File: config.mk
export PLATFORM = sky130hd
export DESIGN_NAME = coap_header_parser_core
export DESIGN_NICKNAME = d
export VERILOG_FILES = /design/src/rtl/coap_hdr_pkg.sv /design/src/rtl/coap_hdr_track.sv /design/src/rtl/coap_header_parser_core.sv
export VERILOG_INCLUDE_DIRS = /design/src /design/src/rtl
export SDC_FILE = /design/constraint.sdc
export NUM_CORES = 1
export LEC_CHECK = 0
export CAP_MARGIN = 20
export CELL_PAD_IN_SITES_DETAIL_PLACEMENT = 1
export CELL_PAD_IN_SITES_GLOBAL_PLACEMENT = 2
export CORE_UTILIZATION = 42
export CTS_CLUSTER_SIZE = 16
export DETAILED_ROUTE_END_ITERATION = 10
export DONT_BUFFER_PORTS = 1
export PLACE_DENSITY_LB_ADDON = 0.1
export SLEW_MARGIN = 15
export SYNTH_ARGS = -nofsm -noshare
export SYNTH_HDL_FRONTEND = slang
export SYNTH_SLANG_ARGS = --single-unit
File: constraint.sdc
create_clock -name clk -period 5.6 [get_ports clk]
set_clock_uncertainty 0.05 [all_clocks]
set_input_delay 1.12 -clock clk [delete_from_list [all_inputs] [get_ports clk]]
set_output_delay 1.12 -clock clk [all_outputs]
set_load 0.02 [all_outputs]
File: src/rtl/coap_header_parser_core_defines.svh
// Assertion macros used by the CoAP header parser core.
`ifndef COAP_HEADER_PARSER_CORE_DEFINES_SVH
`define COAP_HEADER_PARSER_CORE_DEFINES_SVH

// Same-cycle implication, checked outside reset.
`define COAP_ASSERT_NOW(label, clk, rst_n, ante, cons) \
	label: assert property (@(posedge clk) disable iff (!rst_n) (ante) |-> (cons)) \
		else $error("coap header parser: same-cycle check failed");

// Next-cycle implication, checked outside reset.
`define COAP_ASSERT_NEXT(label, clk, rst_n, ante, cons) \
	label: assert property (@(posedge clk) disable iff (!rst_n) (ante) |=> (cons)) \
		else $error("coap header parser: next-cycle check failed");

`endif

File: src/rtl/coap_hdr_pkg.sv
// Types and constants for the CoAP header parser.
`timescale 1ns / 1ps
package coap_hdr_pkg;

	// Protocol constants
	localparam logic [1:0]  COAP_VERSION = 2'd1;
	localparam logic [7:0]  PAYLOAD_MARKER = 8'hFF;
	localparam logic [15:0] HDR_LEN = 16'd4;
	localparam logic [15:0] TOK_MAX_LEN = 16'd8;

	// One input word: a datagram byte and its end flag
	typedef struct packed {
		logic [7:0] data_byte;
		logic       last_byte;
	} coap_in_t;

	// One result word, produced per datagram
	typedef struct packed {
		logic        ok;
		logic [1:0]  msg_type;
		logic [7:0]  code;
		logic [15:0] msg_id;
		logic [3:0]  token_count;
		logic [63:0] token_bytes;
		logic        payload_found;
		logic [15:0] payload_offset;
		logic [15:0] payload_length;
	} coap_out_t;

endpackage

File: src/rtl/coap_hdr_track.sv
// Per-datagram header capture state and result formation.
`timescale 1ns / 1ps
module coap_hdr_track (
	input  logic                  clk,
	input  logic                  arst_n,
	input  logic                  step,
	input  coap_hdr_pkg::coap_in_t word,
	output coap_hdr_pkg::coap_out_t res
);
	import coap_hdr_pkg::*;

	logic [15:0] cnt_q, cnt_d;
	logic [1:0]  type_q, type_d;
	logic [7:0]  code_q, code_d;
	logic [15:0] mid_q, mid_d;
	logic [3:0]  tlen_q, tlen_d;
	logic [63:0] tok_q, tok_d;
	logic        mark_q, mark_d;
	logic [15:0] pstart_q, pstart_d;
	logic        bad_q, bad_d;

	logic [15:0] hdr_end;
	logic [15:0] tok_idx;
	logic [15:0] need_len;
	logic [15:0] plen;
	logic        ok;

	// Capture by byte position, marker scan, saturating count
	always_comb begin
		cnt_d    = cnt_q;
		type_d   = type_q;
		code_d   = code_q;
		mid_d    = mid_q;
		tlen_d   = tlen_q;
		tok_d    = tok_q;
		mark_d   = mark_q;
		pstart_d = pstart_q;
		bad_d    = bad_q;
		hdr_end  = {12'd0, tlen_q} + HDR_LEN;
		tok_idx  = cnt_q - HDR_LEN;

		if (cnt_q == 16'd0) begin
			type_d = word.data_byte[5:4];
			tlen_d = word.data_byte[3:0];
			if ((word.data_byte[7:6] != COAP_VERSION) ||
				({12'd0, word.data_byte[3:0]} > TOK_MAX_LEN)) begin
				bad_d = 1'b1;
			end
		end else if (cnt_q == 16'd1) begin
			code_d = word.data_byte;
		end else if (cnt_q == 16'd2) begin
			mid_d[15:8] = word.data_byte;
		end else if (cnt_q == 16'd3) begin
			mid_d[7:0] = word.data_byte;
		end else if (cnt_q < hdr_end) begin
			if (tok_idx < TOK_MAX_LEN) begin
				tok_d[{tok_idx[2:0], 3'b000} +: 8] = word.data_byte;
			end
		end else if (!mark_q && (word.data_byte == PAYLOAD_MARKER)) begin
			mark_d   = 1'b1;
			pstart_d = cnt_q + 16'd1;
		end

		if (cnt_q == 16'hFFFF) begin
			bad_d = 1'b1;
		end else begin
			cnt_d = cnt_q + 16'd1;
		end
	end

	// Result for a datagram ending on this byte
	always_comb begin
		need_len = {12'd0, tlen_d} + HDR_LEN;
		plen     = 16'd0;
		ok       = (cnt_d >= HDR_LEN) && !bad_d && (cnt_d >= need_len);
		if (ok && mark_d) begin
			if (cnt_d > pstart_d) begin
				plen = cnt_d - pstart_d;
			end else begin
				ok = 1'b0;
			end
		end

		res = '0;
		if (ok) begin
			res.ok          = 1'b1;
			res.msg_type    = type_d;
			res.code        = code_d;
			res.msg_id      = mid_d;
			res.token_count = tlen_d;
			res.token_bytes = tok_d;
			if (mark_d) begin
				res.payload_found  = 1'b1;
				res.payload_offset = pstart_d;
				res.payload_length = plen;
			end
		end
	end

	// State: advance per byte, clear at end of datagram
	always_ff @(posedge clk or negedge arst_n) begin
		if (!arst_n) begin
			cnt_q    <= '0;
			type_q   <= '0;
			code_q   <= '0;
			mid_q    <= '0;
			tlen_q   <= '0;
			tok_q    <= '0;
			mark_q   <= 1'b0;
			pstart_q <= '0;
			bad_q    <= 1'b0;
		end else if (step) begin
			if (word.last_byte) begin
				cnt_q    <= '0;
				type_q   <= '0;
				code_q   <= '0;
				mid_q    <= '0;
				tlen_q   <= '0;
				tok_q    <= '0;
				mark_q   <= 1'b0;
				pstart_q <= '0;
				bad_q    <= 1'b0;
			end else begin
				cnt_q    <= cnt_d;
				type_q   <= type_d;
				code_q   <= code_d;
				mid_q    <= mid_d;
				tlen_q   <= tlen_d;
				tok_q    <= tok_d;
				mark_q   <= mark_d;
				pstart_q <= pstart_d;
				bad_q    <= bad_d;
			end
		end
	end

endmodule

File: src/rtl/coap_header_parser_core.sv
// CoAP datagram header parser: top level with input and result registers.
// Takes one datagram byte per cycle, last byte flagged, and returns one result word
// per datagram: header fields, token (first byte in bits 7:0) and the location of
// the payload after the first 0xFF marker past the token. ok is low, with all
// other fields zero, for a short datagram, wrong version, oversized token, marker
// with nothing after it, or more than 65535 bytes. The parser sustains one byte
// every cycle unless a last byte is held; the combinational capture, count and
// compare logic between input and result registers sets that figure. A result is
// registered as its last byte leaves the input register. A held result word stalls
// input only when the next last byte waits in the input register.
`timescale 1ns / 1ps
`include "coap_header_parser_core_defines.svh"
module coap_header_parser_core (
	input  logic                    clk,
	input  logic                    arst_n,
	input  logic                    in_valid,
	output logic                    in_ready,
	input  coap_hdr_pkg::coap_in_t  in_data,
	output logic                    out_valid,
	input  logic                    out_ready,
	output coap_hdr_pkg::coap_out_t out_data
);
	import coap_hdr_pkg::*;

	logic      valid_s1;
	coap_in_t  word_s1;
	logic      out_free;
	logic      adv;
	coap_out_t res;
	logic      out_valid_q;
	coap_out_t out_data_q;

	// Handshake: a non-last byte always advances; a last byte needs a free result slot
	assign out_free = !out_valid_q || out_ready;
	assign adv      = valid_s1 && (!word_s1.last_byte || out_free);
	assign in_ready = !valid_s1 || adv;

	// Input register
	always_ff @(posedge clk or negedge arst_n) begin
		if (!arst_n) begin
			valid_s1 <= 1'b0;
		end else if (in_ready) begin
			valid_s1 <= in_valid;
		end
	end

	always_ff @(posedge clk) begin
		if (in_valid && in_ready) begin
			word_s1 <= in_data;
		end
	end

	// Header tracking state
	coap_hdr_track u_track (
		.clk    (clk),
		.arst_n (arst_n),
		.step   (adv),
		.word   (word_s1),
		.res    (res)
	);

	// Result register
	always_ff @(posedge clk or negedge arst_n) begin
		if (!arst_n) begin
			out_valid_q <= 1'b0;
		end else if (out_free) begin
			out_valid_q <= adv && word_s1.last_byte;
		end
	end

	always_ff @(posedge clk) begin
		if (adv && word_s1.last_byte) begin
			out_data_q <= res;
		end
	end

	assign out_valid = out_valid_q;
	assign out_data  = out_data_q;

	// Checks
	`COAP_ASSERT_NEXT(a_last_gives_result, clk, arst_n,
		adv && word_s1.last_byte, out_valid_q)
	`COAP_ASSERT_NOW(a_bad_is_zero, clk, arst_n,
		out_valid_q && !out_data_q.ok, out_data_q == '0)
	`COAP_ASSERT_NOW(a_tok_bound, clk, arst_n, out_valid_q && out_data_q.ok,
		({12'd0, out_data_q.token_count} <= TOK_MAX_LEN))
	`COAP_ASSERT_NOW(a_payload_pos, clk, arst_n, out_valid_q && out_data_q.payload_found,
		(out_data_q.payload_offset > HDR_LEN) && (out_data_q.payload_length != 16'd0))

endmodule
==> results.py <==
metrics = {
    "hold_path": {
        "worstHoldPathType": "primary input to asynchronous set/reset pin",
    },
    "synthesis": {
        "yosys_warnings": 0,
        "syn-cell-area_mm2": 0.0135,
        "synth_seq_area_share_pct": 54.4,
        "yosysUniqueCellTypes": 64,
        "synth_area_leader_cell": "edfxtp_1",
        "ys.flop_type": "edfxtp_1",
        "yosys-top-cells-count": "nand2_1, edfxtp_1, dfrtp_1",
        "ys_top_cells_by_area": "edfxtp_1, dfrtp_1, mux2i_1",
        "synth.most_common_cell": "nand2_1",
        "yosys.area.top_type_share_pct": 30.4,
        "avgSynthCellArea_um2": 10.6,
        "syn_nets": 1331,
        "ys_ff_latch": 267,
        "syn_inst": 1282,
        "synth_async_sr_flop_share_pct": 48.7,
        "synth_edf_count": 137,
    },
    "worst_setup_path": {
        "rr_endpoint": "out_data[2]",
        "slowest_delay_ns": 0.55,
        "r2r_start": "u_track.cnt_q[2]",
        "worstSetupEndpointType": "flip-flop",
        "arrival_ns": 5.40,
        "rrSetupSlack_ns": 0.48,
        "critical_path_class": "flip-flop to flip-flop",
        "start_kind": "flip-flop",
        "path_cells": "buf_4, ha_1, nand4_1, or4_1, or2_1, nor2_1, a21oi_1, buf_4, fa_1, nor2b_1, o31ai_1, a21oi_1, a21boi_0, or2_2, buf_12, nor4_1",
        "crit_slowest_cell": "or4_1",
        "rr_worst_depth": 16,
        "required_ns": 5.88,
        "critPathMaxFanout": 23,
    },
    "global_routing": {
        "grt_start_max_net_pins": 131,
        "grt_pass1_wl_um": 60100,
        "grt-ovfl-total": 0,
        "antenna_found_initial": 0,
        "first_global_vias": 10200,
        "globalRouteMet2Util_pct": 38.8,
        "globalRouteTotalUtil_pct": 23.2,
        "grt-busiest-layer": "met2",
        "globalRouteMet3Util_pct": 3.01,
        "grt_use_met1_pct": 31.1,
    },
    "power_and_ir_drop": {
        "p_int_uw": 3700,
        "power_density_mw_per_mm2": 350,
        "netSwitchingFraction_pct": 29.5,
        "p_clk_share_pct": 36.8,
        "ir_worst_vdd_v": 0.000231,
        "p_leak_uw": 0.00585,
        "seqPwrFrac_pct": 45.8,
        "total_power_uw": 5250,
        "power.switching_uw": 1550,
        "combPwrFrac_pct": 17.3,
    },
    "finish": {
        "area_growth_pct": 10.9,
        "finalInstanceArea_mm2": 0.0150,
        "drive_above_1_share_pct": 8.29,
        "diodes": 0,
        "fin_util_pct": 47.4,
        "nets": 1304,
    },
    "run_status": {
        "outcome": "finished, final reports clean",
    },
    "timing": {
        "slew_viol_final": 0,
        "setup_viol": 0,
        "worst_slew_pin_slew_ns": 1.10,
        "finalSetupTns_ns": 0,
        "layout_min_cycle_time_ns": 5.12,
        "fin_crit_sh_pct": 91.4,
        "max_slew_margin_pct": 26.5,
        "fmax_mhz": 195,
        "hold_violations": 0,
        "grt_setup_unrepaired": "false",
    },
    "clock_network": {
        "htree_levels": 1,
        "clkLatencyLatePin_ns": 0.57,
        "clock-sinks": 267,
        "cts_tree": "built",
        "cts_inserted_buffers": 31,
        "cts_buffer_depth": 3,
        "clkTransAtPathRegs_ns": 0.06,
        "hold_buffers": 0,
        "clockRootBuffer": "clkbuf_16",
    },
    "floorplanning": {
        "die_width_um": 182,
        "core_mm2": 0.0316,
        "dieHeight_um": 182,
        "ios": 143,
        "start_util_pct": 42.8,
        "fp-row-count": 65,
        "die_area_mm2": 0.0329,
    },
    "routing": {
        "viasPerCell": 5.88,
        "drtPass1Iterations": 6,
        "first_iter_violations": 534,
        "drc_errors": 0,
        "wl_per_cell_um": 22.7,
        "via_count": 9876,
        "totalWireLength_um": 38200,
        "drt.antenna.violating_nets": 0,
    },
    "place": {
        "gp_congestion": 0.839,
        "dp_hpwl_um": 25000,
        "placed_area_mm2": 0.0140,
        "numPortBuffers": 0,
    },
    "run": {
        "cap_violations": 0,
    },
}
[layer usage]
layer  wire [um]  share of wire [%]  vias to the layer above
li1            -                  -                     4585
met5           0                  0                        -
met2       18500                 49                      178
met3        1120                2.9                       72
met4        1120                2.9                        0
met1       17400                 46                     5041
[metrics by stage]
stage / hold slack, ns / setup WS, ns / cells
3_3_place_gp: 0.406 / 0.341 / 1620
6_report: 0.201 / 0.484 / 1681
2_1_floorplan: 0.392 / 0.742 / 1282
4_1_cts: 0.168 / 0.200 / 1677
5_1_grt: 0.167 / 0.0580 / 1681
3_5_place_dp: 0.416 / 0.238 / 1620
[flip-flops by register name, summed over array words and instances (netlist names)]
signal / cells
word_s1: 9
u_track.bad_q: 1
out_valid: 1
u_track.tlen_q: 4
u_track.pstart_q: 16
out_data: 128
u_track.cnt_q: 16
u_track.type_q: 2
valid_s1: 1
u_track.code_q: 8
u_track.mark_q: 1
u_track.tok_q: 64
u_track.mid_q: 16
[power groups by stage]
stage	sequential, uW	clock (uW)	combinational, uW
floorplan	2410	0	648
global placement	2430	0	893
detailed placement	2450	0	909
CTS	2410	1990	917
global route	2420	2050	1020
finish	2410	1930	911
[worst max-delay path by stage]
stage,start,end,slack [ns],depth (start not counted)
floorplan,out_ready,out_data[0],0.74,3
global placement,u_track.cnt_q[0],out_data[2],0.34,14
detailed placement,u_track.cnt_q[1],out_data[2],0.24,15
CTS,u_track.cnt_q[1],out_data[2],0.20,15
global route,u_track.cnt_q[2],out_data[94],0.06,17
finish,u_track.cnt_q[2],out_data[2],0.48,16
[cells by family after synthesis]
kind of cell | after synthesis | synth area share [%]
buffers and inverters | 134 | 4.02
AO/OA/AOI/OAI | 251 | 12.6
XOR/XNOR | 31 | 2.01
multiplexers | 73 | 5.41
flip-flops | 267 | 54.4
AND/OR/NAND/NOR | 490 | 18.2
adder cells (fa/ha/maj) | 36 | 3.38
[critical path: cells and delay by family (launching register included)]
kind | cells | cell delay [ns]
AOI/OAI and AO/OA | 4 | 0.54
and+or+nand+nor | 7 | 2.53
DFF | 1 | 0.45
adders and majority gates | 2 | 0.68
buffers and inverters | 3 | 0.62
[cells in the final DEF (no fill, tap or decap), drive strengths merged, types with 5 or more instances in the layout]
cell    synthesis  routed
nor2           90      90
inv            25      27
nand3b         38      38
o31ai           5       5
clkinv          0      11
nand3          11      11
dfrtp         130     130
a21boi         20      20
buf            26      49
and2            7       7
nand2         189     189
a221o          22      22
a21o            8       8
nor2b          12      12
o211ai         30      30
xor2            8       8
a32o            7       7
xnor2          23      23
nor3           47      47
and4            5       5
a22o           17      17
nand4          18      18
a21oi          45      45
clkbuf         83      42
o21ai          73      73
nor4           12      12
and3            8       8
edfxtp        137     137
mux2i          72      72
nor3b          31      31
ha             35      35
nand2b          6       6
[timing repair]
action	CTS	global route
endpoints found under the setup margin	0	118
buffers inserted	0	2
gates resized for setup	0	2
endpoints found under the hold margin	0	0
[layout make-up]
| cell class | count | area (um^2) |
|---|---|---|
| inverters | 25 | 93.8 |
| repair buffers | 49 | 429 |
| flip-flops and latches | 267 | 7370 |
| clock buffers | 42 | 867 |
| clock inverters | 15 | 98.8 |
| fillers | 3406 | 16600 |
| well taps | 402 | 503 |
| multi-input cells | 881 | 5650 |
Power figures use the tool's default switching activity.
